===== config.mk =====
export PLATFORM = sky130hd
export DESIGN_NAME = demand_paging_fifo_translator
export DESIGN_NICKNAME = d
export VERILOG_FILES = /design/src/design/dpft_pkg.sv /design/src/design/dpft_ram.sv /design/src/design/demand_paging_fifo_translator.sv
export SDC_FILE = /design/constraint.sdc
export NUM_CORES = 2
export LEC_CHECK = 0
export ABC_AREA = 1
export BUFFER_PORTS_ARGS = -buffer_cell sky130_fd_sc_hd__buf_2
export CAP_MARGIN = 15
export CORE_AREA = 2 2 536 538
export CTS_CLUSTER_SIZE = 14
export DETAILED_ROUTE_END_ITERATION = 10
export DIE_AREA = 0 0 538 540
export PLACE_DENSITY_LB_ADDON = 0.08
export SYNTH_ARGS = -nofsm -noshare
export SYNTH_HDL_FRONTEND = slang
export SYNTH_SLANG_ARGS = --single-unit

===== constraint.sdc =====
create_clock -name clk_i -period 24 [get_ports clk_i]
set_clock_uncertainty 0.15 [all_clocks]
set_input_delay 2.4 -clock clk_i [delete_from_list [all_inputs] [get_ports clk_i]]
set_output_delay 2.4 -clock clk_i [all_outputs]
set_load 0.01 [all_outputs]

===== src/design/dpft_pkg.sv =====
// Shared constants and types for the demand paging FIFO translator.
// Used by demand_paging_fifo_translator and the testbench; depends on nothing.

package dpft_pkg;

  // Default sizes for the top-level parameters.
  localparam int unsigned MaxPagesDef  = 256;
  localparam int unsigned MaxFramesDef = 64;
  localparam int unsigned AddrBitsDef  = 32;

  // Fixed field widths.
  localparam int unsigned PagesW   = 9;
  localparam int unsigned ShiftW   = 5;
  localparam int unsigned FramesW  = 7;
  localparam int unsigned CfgDataW = 9;
  localparam int unsigned CfgIdxW  = 2;
  localparam int unsigned PhysW    = 32;
  localparam int unsigned CountW   = 32;

  // Configuration reset values.
  localparam logic [PagesW-1:0]  PagesRst  = 9'd256;
  localparam logic [ShiftW-1:0]  ShiftRst  = 5'd12;
  localparam logic [FramesW-1:0] FramesRst = 7'd64;

  typedef enum logic [CfgIdxW-1:0] {
    CfgPages  = 2'd0,
    CfgShift  = 2'd1,
    CfgFrames = 2'd2
  } cfg_idx_e;

  typedef enum logic [1:0] {
    StatusHit   = 2'd0,
    StatusFault = 2'd1,
    StatusRange = 2'd2
  } status_e;

endpackage


===== src/design/dpft_ram.sv =====
// Simple one-write, one-read memory with registered, write-first read data.
// Generic; used by demand_paging_fifo_translator for the frame table and the FIFO ring.

module dpft_ram #(
  parameter int unsigned DEPTH = 64,
  parameter int unsigned WIDTH = 8,
  localparam int unsigned AW   = (DEPTH > 1) ? $clog2(DEPTH) : 1
) (
  input  logic                  clk_i,
  input  logic                  we_i,
  input  logic [AW-1:0]         waddr_i,
  input  logic [WIDTH-1:0]      wdata_i,
  input  logic [AW-1:0]         raddr_i,
  output logic [WIDTH-1:0]      rdata_o
);

  logic [WIDTH-1:0] mem_q [DEPTH];
  logic [WIDTH-1:0] rdata_q;

  // A write to the address being read shows up in the read data right away.
  always_ff @(posedge clk_i) begin
    if (we_i) begin
      mem_q[waddr_i] <= wdata_i;
    end
    if (we_i && (waddr_i == raddr_i)) begin
      rdata_q <= wdata_i;
    end else begin
      rdata_q <= mem_q[raddr_i];
    end
  end

  assign rdata_o = rdata_q;

endmodule


===== src/design/demand_paging_fifo_translator.sv =====
// Top level of the demand paging translator with FIFO page replacement.
// Depends on dpft_pkg and dpft_ram.
//
// Usage:
// - An address transfer happens at a rising edge with start high and busy low.
//   busy is always low: a new address may be given in every cycle.
// - Each address gives one result after the resolve stage and the result
//   registers; done_o is high for exactly one cycle, with phys_addr_o, status_o,
//   invalidate_valid_o, flush_frame_o, hit_total_o and fault_total_o valid. The
//   receiver cannot hold results off, so no result ever waits.
// - Throughput is one address per cycle. The registered read of the page-to-frame
//   table and of the FIFO ring head comes first; the resolve stage then decides
//   hit, fault or eviction and writes the tables. Writes of one address reach
//   the reads of the next through bypass paths.
// - Configuration is written through cfg_we_i, cfg_idx_i and cfg_wdata_i while
//   no address is in flight; unknown indexes are ignored.
// - Reset clears the valid bits, the ring pointers and both counters and loads
//   the default configuration; it takes effect at once, with no clearing pass.

module demand_paging_fifo_translator #(
  parameter int unsigned MAX_PAGES  = dpft_pkg::MaxPagesDef,
  parameter int unsigned MAX_FRAMES = dpft_pkg::MaxFramesDef,
  parameter int unsigned ADDR_BITS  = dpft_pkg::AddrBitsDef,
  localparam int unsigned FRAME_W   = (MAX_FRAMES > 1) ? $clog2(MAX_FRAMES) : 1
) (
  input  logic                          clk_i,
  input  logic                          rst_ni,
  input  logic                          start,
  output logic                          busy,
  input  logic                          cfg_we_i,
  input  logic [dpft_pkg::CfgIdxW-1:0]  cfg_idx_i,
  input  logic [dpft_pkg::CfgDataW-1:0] cfg_wdata_i,
  input  logic [ADDR_BITS-1:0]          virtual_address_i,
  output logic                          done_o,
  output logic [dpft_pkg::PhysW-1:0]    phys_addr_o,
  output logic [1:0]                    status_o,
  output logic                          invalidate_valid_o,
  output logic [FRAME_W-1:0]            flush_frame_o,
  output logic [dpft_pkg::CountW-1:0]   hit_total_o,
  output logic [dpft_pkg::CountW-1:0]   fault_total_o
);

  localparam int unsigned PAGE_W  = $clog2(MAX_PAGES);
  localparam int unsigned FCNT_W  = $clog2(MAX_FRAMES + 1);
  localparam int unsigned CMP_A   = (ADDR_BITS > PAGE_W + 1) ? ADDR_BITS : PAGE_W + 1;
  localparam int unsigned CMP_W   = (CMP_A > dpft_pkg::PagesW) ? CMP_A : dpft_pkg::PagesW;
  localparam int unsigned FCMP_W  = (FCNT_W > dpft_pkg::FramesW) ? FCNT_W : dpft_pkg::FramesW;
  localparam int unsigned VAEXT_W = (ADDR_BITS > dpft_pkg::PhysW) ? ADDR_BITS : dpft_pkg::PhysW;
  localparam int unsigned RING_DW = PAGE_W + FRAME_W;
  localparam int unsigned SUM_W   = FCNT_W + 1;

  // Configuration registers.
  logic [dpft_pkg::PagesW-1:0]  pages_q;
  logic [dpft_pkg::ShiftW-1:0]  shift_q;
  logic [dpft_pkg::FramesW-1:0] frames_q;

  // Resolve stage and table state.
  logic                         s1_vld_q;
  logic [ADDR_BITS-1:0]         va_q;
  logic [MAX_PAGES-1:0]         entry_valid_q, entry_valid_d;
  logic [FRAME_W-1:0]           head_q, head_d, head_inc;
  logic [FCNT_W-1:0]            count_q, count_d;
  logic [dpft_pkg::CountW-1:0]  hit_cnt_q, hit_cnt_d;
  logic [dpft_pkg::CountW-1:0]  fault_cnt_q, fault_cnt_d;

  // Result registers.
  logic                         done_q;
  logic [dpft_pkg::PhysW-1:0]   phys_q;
  dpft_pkg::status_e            status_q;
  logic                         inv_vld_q;
  logic [FRAME_W-1:0]           inv_frame_q;

  // Combinational resolve signals.
  logic                         accept;
  logic [ADDR_BITS-1:0]         rd_page_full;
  logic [PAGE_W-1:0]            rd_page;
  logic [ADDR_BITS-1:0]         page_full;
  logic [PAGE_W-1:0]            page;
  logic [CMP_W-1:0]             pages_ext, npages;
  logic [FCMP_W-1:0]            frames_ext, nframes;
  logic                         in_range, hit, fault, evict;
  logic [FRAME_W-1:0]           table_frame;
  logic [RING_DW-1:0]           ring_rdata, ring_wdata;
  logic [PAGE_W-1:0]            victim_page;
  logic [FRAME_W-1:0]           victim_frame;
  logic [FRAME_W-1:0]           frame_sel;
  logic [FCNT_W-1:0]            base_cnt;
  logic [FRAME_W-1:0]           base_head;
  logic [SUM_W-1:0]             wpos_sum;
  logic [FRAME_W-1:0]           ring_waddr;
  logic                         tbl_we;
  logic [VAEXT_W-1:0]           va_ext;
  logic [dpft_pkg::PhysW-1:0]   offset_mask, phys_d;
  dpft_pkg::status_e            status_d;

  assign busy   = 1'b0;
  assign accept = start && !busy;

  // Configuration port.
  always_ff @(posedge clk_i or negedge rst_ni) begin
    if (!rst_ni) begin
      pages_q  <= dpft_pkg::PagesRst;
      shift_q  <= dpft_pkg::ShiftRst;
      frames_q <= dpft_pkg::FramesRst;
    end else if (cfg_we_i) begin
      unique case (cfg_idx_i)
        dpft_pkg::CfgPages:  pages_q  <= cfg_wdata_i[dpft_pkg::PagesW-1:0];
        dpft_pkg::CfgShift:  shift_q  <= cfg_wdata_i[dpft_pkg::ShiftW-1:0];
        dpft_pkg::CfgFrames: frames_q <= cfg_wdata_i[dpft_pkg::FramesW-1:0];
        default: ;
      endcase
    end
  end

  // The frame table is read with the incoming address so that the data is
  // ready when the address reaches the resolve stage.
  assign rd_page_full = virtual_address_i >> shift_q;
  assign rd_page      = rd_page_full[PAGE_W-1:0];

  dpft_ram #(
    .DEPTH (MAX_PAGES),
    .WIDTH (FRAME_W)
  ) u_frame_tbl (
    .clk_i   (clk_i),
    .we_i    (tbl_we),
    .waddr_i (page),
    .wdata_i (frame_sel),
    .raddr_i (rd_page),
    .rdata_o (table_frame)
  );

  // The ring is read at the head that holds after this edge, so the oldest
  // resident page is always at hand.
  dpft_ram #(
    .DEPTH (MAX_FRAMES),
    .WIDTH (RING_DW)
  ) u_ring (
    .clk_i   (clk_i),
    .we_i    (tbl_we),
    .waddr_i (ring_waddr),
    .wdata_i (ring_wdata),
    .raddr_i (head_d),
    .rdata_o (ring_rdata)
  );

  assign victim_page  = ring_rdata[RING_DW-1:FRAME_W];
  assign victim_frame = ring_rdata[FRAME_W-1:0];

  always_comb begin
    page_full  = va_q >> shift_q;
    page       = page_full[PAGE_W-1:0];
    pages_ext  = CMP_W'(pages_q);
    npages     = (pages_ext > CMP_W'(MAX_PAGES)) ? CMP_W'(MAX_PAGES) : pages_ext;
    in_range   = CMP_W'(page_full) < npages;
    frames_ext = FCMP_W'(frames_q);
    nframes    = (frames_ext > FCMP_W'(MAX_FRAMES)) ? FCMP_W'(MAX_FRAMES) : frames_ext;
    if (nframes == '0) begin
      nframes = FCMP_W'(1);
    end

    hit   = in_range && entry_valid_q[page];
    fault = in_range && !entry_valid_q[page];
    evict = fault && (FCMP_W'(count_q) >= nframes);

    head_inc = (head_q == FRAME_W'(MAX_FRAMES - 1)) ? '0 : head_q + FRAME_W'(1);

    if (hit) begin
      frame_sel = table_frame;
    end else if (evict) begin
      frame_sel = victim_frame;
    end else begin
      frame_sel = FRAME_W'(count_q);
    end

    // New page goes in behind the last resident one.
    base_head = evict ? head_inc : head_q;
    base_cnt  = evict ? count_q - FCNT_W'(1) : count_q;
    wpos_sum  = SUM_W'(base_head) + SUM_W'(base_cnt);
    if (wpos_sum >= SUM_W'(MAX_FRAMES)) begin
      wpos_sum = wpos_sum - SUM_W'(MAX_FRAMES);
    end
    ring_waddr = wpos_sum[FRAME_W-1:0];
    ring_wdata = {page, frame_sel};

    tbl_we  = s1_vld_q && fault;
    head_d  = (s1_vld_q && evict) ? head_inc : head_q;
    count_d = (s1_vld_q && fault && !evict) ? count_q + FCNT_W'(1) : count_q;

    entry_valid_d = entry_valid_q;
    if (tbl_we) begin
      // The victim is resident and the new page is not, so they differ.
      if (evict) begin
        entry_valid_d[victim_page] = 1'b0;
      end
      entry_valid_d[page] = 1'b1;
    end

    hit_cnt_d = hit_cnt_q;
    if (s1_vld_q && hit && (hit_cnt_q != '1)) begin
      hit_cnt_d = hit_cnt_q + dpft_pkg::CountW'(1);
    end
    fault_cnt_d = fault_cnt_q;
    if (s1_vld_q && fault && (fault_cnt_q != '1)) begin
      fault_cnt_d = fault_cnt_q + dpft_pkg::CountW'(1);
    end

    va_ext      = VAEXT_W'(va_q);
    offset_mask = (dpft_pkg::PhysW'(1) << shift_q) - dpft_pkg::PhysW'(1);
    if (in_range) begin
      phys_d = (dpft_pkg::PhysW'(frame_sel) << shift_q)
             | (va_ext[dpft_pkg::PhysW-1:0] & offset_mask);
    end else begin
      phys_d = '0;
    end

    if (!in_range) begin
      status_d = dpft_pkg::StatusRange;
    end else if (hit) begin
      status_d = dpft_pkg::StatusHit;
    end else begin
      status_d = dpft_pkg::StatusFault;
    end
  end

  // Control state.
  always_ff @(posedge clk_i or negedge rst_ni) begin
    if (!rst_ni) begin
      s1_vld_q      <= 1'b0;
      done_q        <= 1'b0;
      entry_valid_q <= '0;
      head_q        <= '0;
      count_q       <= '0;
      hit_cnt_q     <= '0;
      fault_cnt_q   <= '0;
    end else begin
      s1_vld_q      <= accept;
      done_q        <= s1_vld_q;
      entry_valid_q <= entry_valid_d;
      head_q        <= head_d;
      count_q       <= count_d;
      hit_cnt_q     <= hit_cnt_d;
      fault_cnt_q   <= fault_cnt_d;
    end
  end

  // Payload registers.
  always_ff @(posedge clk_i) begin
    if (accept) begin
      va_q <= virtual_address_i;
    end
    if (s1_vld_q) begin
      phys_q      <= phys_d;
      status_q    <= status_d;
      inv_vld_q   <= evict;
      inv_frame_q <= evict ? victim_frame : '0;
    end
  end

  // The counters already hold the totals after the access being reported.
  assign done_o             = done_q;
  assign phys_addr_o        = phys_q;
  assign status_o           = status_q;
  assign invalidate_valid_o = inv_vld_q;
  assign flush_frame_o      = inv_frame_q;
  assign hit_total_o        = hit_cnt_q;
  assign fault_total_o      = fault_cnt_q;

  a_result_follows: assert property (@(posedge clk_i) disable iff (!rst_ni)
    accept |=> ##1 done_o)
    else $error("transfer accepted without a result two cycles later");

  a_ring_bound: assert property (@(posedge clk_i) disable iff (!rst_ni)
    count_q <= FCNT_W'(MAX_FRAMES))
    else $error("ring count exceeds the number of frames");

  a_inv_on_fault: assert property (@(posedge clk_i) disable iff (!rst_ni)
    (done_o && invalidate_valid_o) |-> (status_o == dpft_pkg::StatusFault))
    else $error("invalidation reported without a page fault");

  a_range_clean: assert property (@(posedge clk_i) disable iff (!rst_ni)
    (done_o && (status_o == dpft_pkg::StatusRange))
      |-> ((phys_addr_o == '0) && !invalidate_valid_o))
    else $error("out-of-range result carries an address or invalidation");

endmodule


## Yosys cells after proc, flatten, opt, wreduce, memory -nomap -nowiden

Memory sizes are Yosys's and may differ from the RTL's. A register that Yosys moved wholly into a read port is not among the register bits.
Index checks and enable logic that the tools add are counted.
Widths: inputs -> output; s select.

| cells by class | value |
|---|---|
| add/subtract/negate cells | 8 |
| multipliers | 0 |
| divide/modulo/power cells | 0 |
| magnitude comparators | 9 |
| equal/unequal tests | 5 |
| shift operators | 4 |
| mux-type cells | 21 |
| bitwise operators | 5 |
| reductions and logical operators | 18 |

Operators with widths:

| kind | number |
|---|---|
| $mux 256 | 2 |
| $and 256x256->256 | 1 |
| $not 256->256 | 1 |
| $or 256x256->256 | 1 |
| $add 32x1->32 const B | 2 |
| $ne 32x32->1 const B | 2 |
| $mux 6 | 6 |
| $and 32x32->32 | 1 |
| $lt 32x9->1 | 1 |
| $or 32x32->32 | 1 |
| $shl 1x5->32 const A | 1 |
| $shl 6x5->32 | 1 |
| $shr 32x5->32 | 1 |
| $shr 32x5->8 | 1 |
| $sub 32x2->32 const B | 1 |
| $mux 7 | 3 |
| $lt 8x9->1 const B | 2 |
| $demux 1 s8 | 2 |
| $ge 8x1->1 const B | 2 |
| $logic_and 1x1->1 | 11 |
| $gt 9x9->1 const B | 1 |
| $mux 9 | 1 |
| $add 6x7->8 | 1 |
| $bmux 1 s8 | 1 |
| other kinds (15) | 23 |

| storage, ports and cells | value |
|---|---|
| register bits | 429 |
| latch bits | 0 |
| bits in writable memories | 2,432 |
| bits in read-only memories | 0 |
| input port bits | 47 |
| output and inout bits | 107 |
| word-level logic and storage cells | 87 |
| memories | 2 |

Memory list:

| name | words | bits a word | rd ports | clocked after memory_dff | wr ports | line | text |
|---|---|---|---|---|---|---|---|
| u_frame_tbl.mem_q | 256 | 6 | 1 | 1 | 1 | dpft_ram.sv:17 | `logic [WIDTH-1:0] mem_q [DEPTH];` |
| u_ring.mem_q | 64 | 14 | 1 | 1 | 1 | dpft_ram.sv:17 |  |

## Logic depth before layout (Yosys ltp)

| depth | value |
|---|---|
| depth after elaboration | 10 |
| mapped depth | 46 |
| gate-level depth less buffers | 41 |

## Hierarchy

A second synthesis with hierarchy kept.

| second synthesis, totals | value |
|---|---|
| cells, all modules | 12,072 |
| area total of the unflattened synthesis | 125,601.7 um^2 |

By module, submodules not included:

| module | instances | cells an instance | area an instance (um^2) | seq. area each (um^2) |
|---|---|---|---|---|
| dpft_ram (u_frame_tbl) | 1 | 5,388 | 63,191.9 | 46,284.4 |
| dpft_ram (u_ring) | 1 | 3,080 | 36,745.2 | 27,025.9 |
| demand_paging_fifo_translator | 1 | 3,604 | 25,664.6 | 11,105.7 |

## Worst setup path before layout

Ideal clock, no wire load.

| path | value |
|---|---|
| path type | flip-flop to flip-flop |
| start point | register shift_q[3] in the netlist's numbering |
| end point | register phys_q (netlist bit phys_addr_o[29]) (data pin) |
| library setup time | 0.147 ns |
| arrival | 8.877 ns |
| required time | 23.703 ns |
| path slack | 14.826 ns |
| cell stages (with the launch flop) | 24 |
| buffers on the path | 2 |
| cells stage by stage | dfstp_2 -> buf_4 -> inv_1 -> buf_2 -> nor2_1 -> a22oi_1 -> o21ai_2 -> ha_1 -> a21oi_1 -> nor2_1 -> a211oi_1 -> nand2_1 -> nand3_1 -> nand2_1 -> nor2_4 -> inv_1 -> nand3_1 -> and2_1 -> nand2_1 -> nand2_1 -> nand2_1 -> nand2_1 -> nand3_1 -> a21oi_1 |

| on the way | value |
|---|---|
| cells in the longest elaborated chain, start to end | 10 |
| elaborated cells between the ends (all ways) | 15 |

RTL lines:

| item | line | text |
|---|---|---|
| start, declared | demand_paging_fifo_translator.sv:54 | `logic [dpft_pkg::ShiftW-1:0] shift_q;` |
| start signal, assigned | demand_paging_fifo_translator.sv:103 | `shift_q <= dpft_pkg::ShiftRst;` |
| start signal, assigned | demand_paging_fifo_translator.sv:108 | `dpft_pkg::CfgShift: shift_q <= cfg_wdata_i[dpft_pkg::ShiftW-1:0];` |
| $shr 32x5->32 (*) | demand_paging_fifo_translator.sv:150 | `page_full = va_q >> shift_q;` |
| named net page_full[5] | demand_paging_fifo_translator.sv:77 | `logic [ADDR_BITS-1:0] page_full;` |
| $bmux 1 s8 | demand_paging_fifo_translator.sv:161, demand_paging_fifo_translator.sv:162 |  |
| $mux 1 (not written as such) | demand_paging_fifo_translator.sv:161, demand_paging_fifo_translator.sv:162 |  |
| $logic_not 1->1 | demand_paging_fifo_translator.sv:162 | `fault = in_range && !entry_valid_q[page];` |
| $logic_and 1x1->1 | demand_paging_fifo_translator.sv:162 |  |
| $logic_and 1x1->1 | demand_paging_fifo_translator.sv:163 | `evict = fault && (FCMP_W'(count_q) >= nframes);` |
| $mux 6 | demand_paging_fifo_translator.sv:169 | `end else if (evict) begin` |
| $mux 6 (*) | demand_paging_fifo_translator.sv:167 | `if (hit) begin` |
| named net frame_sel[1] | demand_paging_fifo_translator.sv:86 | `logic [FRAME_W-1:0] frame_sel;` |
| $shl 6x5->32 (*) | demand_paging_fifo_translator.sv:210 | `phys_d = (dpft_pkg::PhysW'(frame_sel) << shift_q)` |
| $or 32x32->32 (*) | demand_paging_fifo_translator.sv:211 | `\| (va_ext[dpft_pkg::PhysW-1:0] & offset_mask);` |
| end signal, assigned | demand_paging_fifo_translator.sv:252 | `phys_q <= phys_d;` |
| end, declared | demand_paging_fifo_translator.sv:68 | `logic [dpft_pkg::PhysW-1:0] phys_q;` |

Mark *: on every way through the listed nets, which the timed path passes. The rest lies on a longest branch. The select of a mux whose other input is x is not followed.
A chain may end at the register's enable or synchronous reset.

## Worst setup path in the final report

| path | value |
|---|---|
| start point | register shift_q[0] in the netlist's numbering |
| end point | memory u_ring.mem_q[57][3] in the netlist's numbering (enable) |

| on the way | value |
|---|---|
| cells in the longest elaborated chain, start to end | 10 |
| elaborated cells between the ends (all ways) | 16 |

RTL lines:

| item | line | text |
|---|---|---|
| $shr 32x5->32 (*) | demand_paging_fifo_translator.sv:150 |  |
| $bmux 1 s8 | demand_paging_fifo_translator.sv:162 |  |
| $mux 1 (not written as such) | demand_paging_fifo_translator.sv:162 |  |
| $logic_not 1->1 | demand_paging_fifo_translator.sv:162 |  |
| $logic_and 1x1->1 (*) | demand_paging_fifo_translator.sv:162 |  |
| $logic_and 1x1->1 | demand_paging_fifo_translator.sv:163 |  |
| $mux 6 / $mux 7 (equally long branches) | demand_paging_fifo_translator.sv:176, demand_paging_fifo_translator.sv:177 |  |
| $add 6x7->8 | demand_paging_fifo_translator.sv:178 | `wpos_sum = SUM_W'(base_head) + SUM_W'(base_cnt);` |
| $ge 8x7->1 / $sub 6x1->6 (equally long branches) | demand_paging_fifo_translator.sv:179, demand_paging_fifo_translator.sv:180 |  |
| $mux 6 | demand_paging_fifo_translator.sv:179 | `if (wpos_sum >= SUM_W'(MAX_FRAMES)) begin` |
| end, declared | dpft_ram.sv:17 |  |

Mark *: on every way between the ends. The rest lies on a longest branch, timed or not. The select of a mux whose other input is x is not followed.

==> impl_summary.txt <==
----------------------------------------------------
[Logic synthesis]
  Avg Cell Area, Syn ... ~11 µm²
  Most frequently used cell type in the post-synthesis netlist ... sky130_fd_sc_hd__edfxtp_1
  Proportion of synthesized chip area in sequential cells ... 69.2%
  Top FF cell, synth ... sky130_fd_sc_hd__edfxtp_1
  Cell type with the highest aggregate area in the netlist ... sky130_fd_sc_hd__edfxtp_1
  Cell area after synthesis ... around 120000 µm²
  Area share of the leading cell type in the synthesized netlist ... ~62%
  Post-synthesis cell type count ... 68
  Post-synth ARST share ... between 10% and 20%
  Count of flip-flops with a built-in enable after synthesis ... approximately 2500
  Top post-synthesis cells by area ... sky130_fd_sc_hd__edfxtp_1, sky130_fd_sc_hd__o21ai_0, sky130_fd_sc_hd__dfrtp_1, sky130_fd_sc_hd__nor2_1, sky130_fd_sc_hd__o22ai_1
  Most common library cells after synthesis ... sky130_fd_sc_hd__edfxtp_1, sky130_fd_sc_hd__nor2_1, sky130_fd_sc_hd__o21ai_0
  Number of warnings reported in the yosys synthesis log ... 0
  Synth Register Bits ... 2875
  Post-Syn Instances ... 11000
  Post-Synthesis Net Count ... around 11000

[Setup path]
  Data required time at the worst endpoint ... approximately 24 ns
  Most frequent cell on the critical path ... sky130_fd_sc_hd__nand2_1
  Setup crit end kind ... flip-flop
  Critical path peak fanout ... between 80 and 90
  Capture instance of the worst register-to-register path ... u_ring.mem_q[57][3]$_DFFE_PP_
  Data arrival time of the worst path ... approximately 12 ns
  Critical path type ... reg2reg
  Critical-path cell with the highest stage delay ... sky130_fd_sc_hd__nor2_1
  Startpoint of the worst-slack reg-to-reg timing path ... shift_q[0]$_DFFE_PN0P_
  Maximum single-stage delay on the critical path ... roughly 1 ns
  Setup slack, reg-to-reg ... 12.48 ns
  Number of cells on the worst reg-to-reg path ... 41
  CP startpoint kind ... flip-flop

[GRT]
  Total gr overflow ... 0
  Largest net degree at the start of global routing ... about 180
  Number of antenna violations at the first check in global routing ... 25
  Via count of the first global-routing pass ... between 80000 and 90000
  Global-route wire length before repair ... 591000 µm
  Gr usage total ... around 27%

[STA]
  Measured slew at the worst slew-check pin ... about 1.3 ns
  Share of the clock period used by the worst path ... 48.0%
  Time the final worst path needs with I/O delays and setup ... 11.52 ns
  Final Setup Violations ... 0
  Final Worst Setup Slack ... between 10 and 15 ns
  Pins Over Slew Limit ... 0
  Unrepaired setup endpoints after global routing ... false
  Post-route worst hold slack ... around 0.34 ns
  Slew HR ... between 10% and 20%
  Achievable Freq ... 86.8 MHz
  Final hold violation count ... 0
  Final total negative setup slack ... 0 ns

[Power]
  Leakage component of the power ... 44.9 nW
  Power per cell area ... about 100 nW/µm²
  Sw frac ... roughly a third
  Switching power of the nets ... between 4 and 5 mW
  Part of the power in the clock network ... between 30% and 40%
  Overall power of the completed layout ... 14.3 mW
  Internal Power ... a little over 9 mW
  Max VDD drop ... 0.0000765 V
  Sequential share of power ... roughly two fifths
  Comb power frac ... approximately a quarter

[Clocking]
  Clk sink count ... approximately 2900
  Clock tree root driver cell ... sky130_fd_sc_hd__clkbuf_16
  Clk_lat worst skew ... between 0.9 and 1 ns
  Maximum buffer depth of the clock tree ... 4
  H-tree levels ... 5
  Quantity of hold-fixing buffers added after cts ... 0
  Clock Pin Slew Worst Setup and Hold Paths ... approximately 0.050 ns
  Number of gates resized after cts ... 0
  Post-CTS setup-driven buffer insertion count ... 0
  CTS buffer count ... 319
  Clock tree from TritonCTS ... yes

[Placement]
  DP Worst Slack ... 12.68 ns
  Detailed-placement wirelength estimate ... roughly 240000 µm
  Final weighted congestion of routability-driven global placement ... 0.923
  Dpl cells ... 14300
  Count of port buffers added during placement ... 152

[Drt]
  Met3 WL ... between 30000 and 40000 µm
  WL met1 ... around 180000 µm
  Router iterations before antenna repair ... 6
  Remaining antenna violation count after routing ... 0
  Met2 Routed Length ... 182000 µm
  Detailed-route vias per instance ... a little under 6
  Detailed Route Iter0 Violations ... 10600
  Drt total wl ... slightly above 400000 µm
  Number of design rule violations left after detail routing ... 0
  Wire per inst ... about 27 µm
  Highest routed layer ... met5
  Vias ... 88200

[Cells and area]
  Non-filler instance count after layout ... around 15000
  Fraction of layout instances using a drive strength above 1 ... under 10%
  Growth of design area from synthesis to finish ... 12.0%
  Nets@finish ... around 11000
  Number of filler cells placed in the layout ... 25900

[Worst hold path]
  WHS Endpoint ... count_q[6]$_DFFE_PN0P_
  Worst hold start ... count_q[6]$_DFFE_PN0P_
  Path class of the lowest-slack min-delay path ... reg2reg
  Worst hold path cell count ... 1

[Die]
  Effective utilization at floorplan ... 42.9%
  Number of ports placed on the die boundary ... 154
  Area of the placeable core ... roughly 280000 µm²
  Die width ... ~540 µm
  Number of rows in the core area ... slightly below 200
  Die area ... 291000 µm²
  Height of the chip ... between 500 and 600 µm

[Status]
  Run status ... complete, no violations

[Flow run]
  Maximum Capacitance Violations ... 0

----------------------------------------------------
==> power groups by stage <==
| stage | combinational (mW) | sequential (mW) | clock [mW] |
|---|---|---|---|
| after floorplan | 1.96 | 5.92 | 0 |
| after global routing | 3.83 | 5.82 | 5.14 |
| final | 3.59 | 5.81 | 4.87 |
| after CTS | 3.55 | 5.81 | 4.95 |
| after detailed placement | 3.55 | 5.92 | 0 |
| after global placement | 3.54 | 5.92 | 0 |
==> cell families after synthesis <==
kind of cell | after synthesis | synth area share, %
buf+inv | 1185 | 3.88
flops | 2875 | 69.2
mux | 2 | 0.0174
xor+xnor | 76 | 0.546
fa+ha+maj | 27 | 0.283
other cells | 1 | 0.00307
simple gates | 3851 | 12.7
compound gates | 2949 | 13.4
==> final cells by class <==
cell class	instances	area, µm²	area share, %
Antenna cell	15	37.5	0.0275
Clock buffer	412	8610	6.31
Clock inverter	171	1620	1.19
Inverter	388	1530	1.12
Multi-Input combinational cell	6906	33000	24.1
Sequential cell	2875	84500	61.8
Tap cell	3762	4710	3.45
Timing Repair Buffer	370	2650	1.94
==> registers in the layout (all words and copies together), names as in the netlist, 2 cells and up, named ones only <==
register,cells
entry_valid_q,256
count_q,7
fault_total_o,32
head_q,6
hit_total_o,32
u_frame_tbl.mem_q,1536
shift_q,5
phys_addr_o,32
va_ext,32
u_ring.mem_q,896
status_o,2
pages_q,9
frames_ext,7
flush_frame_o,6
==> cells in the final DEF, fill, tap and decap left out, drive strengths merged, types with 14 or more instances in the layout <==
| cell type | count |
|---|---|
| xnor2 | 25 |
| diode | 15 |
| inv | 391 |
| bufinv | 27 |
| o21ai | 1860 |
| nor4 | 20 |
| o211ai | 15 |
| dfxtp | 14 |
| o221ai | 46 |
| nand3 | 276 |
| nand4 | 27 |
| dfrtp | 352 |
| clkbuf | 412 |
| nand2 | 1148 |
| o22ai | 899 |
| buf | 370 |
| clkinv | 133 |
| nor3 | 213 |
| o32ai | 27 |
| xor2 | 51 |
| ha | 26 |
| nor2 | 2139 |
| a21oi | 47 |
| edfxtp | 2505 |
==> critical path: cells and delay by family (launching register included) <==
| family | cells | cell delay (ns) |
|---|---|---|
| flops | 1 | 0.38 |
| fa+ha+maj | 1 | 0.23 |
| buf+inv | 8 | 3.85 |
| compound gates | 6 | 0.89 |
| simple gates | 24 | 4.96 |
| xor+xnor | 2 | 0.37 |
==> how the worst max path moves through the flow <==
stage,startpoint,end,slack (ns),cells past startpoint
2_1_floorplan,shift_q[3]$_DFFE_PN1P_,phys_addr_o[29]$_SDFFCE_PP0P_,14.83,23
3_3_place_gp,shift_q[0]$_DFFE_PN0P_,u_ring.mem_q[51][12]$_DFFE_PP_,12.74,41
3_5_place_dp,shift_q[0]$_DFFE_PN0P_,u_ring.mem_q[51][4]$_DFFE_PP_,12.68,41
4_1_cts,shift_q[0]$_DFFE_PN0P_,u_ring.mem_q[51][5]$_DFFE_PP_,12.64,41
5_1_grt,shift_q[0]$_DFFE_PN0P_,u_ring.mem_q[57][13]$_DFFE_PP_,11.72,41
6_report,shift_q[0]$_DFFE_PN0P_,u_ring.mem_q[57][3]$_DFFE_PP_,12.48,41
==> metrics by stage <==
| stage | instance area (µm²) | util [%] |
|---|---|---|
| 2_1_floorplan | 122000 | - |
| 3_5_place_dp | 126000 | 44.3 |
| 6_report | 137000 | 48.0 |
| 4_1_cts | 136000 | 47.9 |
| 3_3_place_gp | 126000 | 44.3 |
| 5_1_grt | 137000 | 48.0 |
==> routing by layer <==
metal | up-vias | GRT usage [%]
met1 | 44300 | 39.8
met3 | 700 | 5.16
li1 | 39300 | -
met5 | - | 0
met2 | 3934 | 41.4
met4 | 14 | 8.82
No activity file was read; power rests on OpenSTA's default activity.
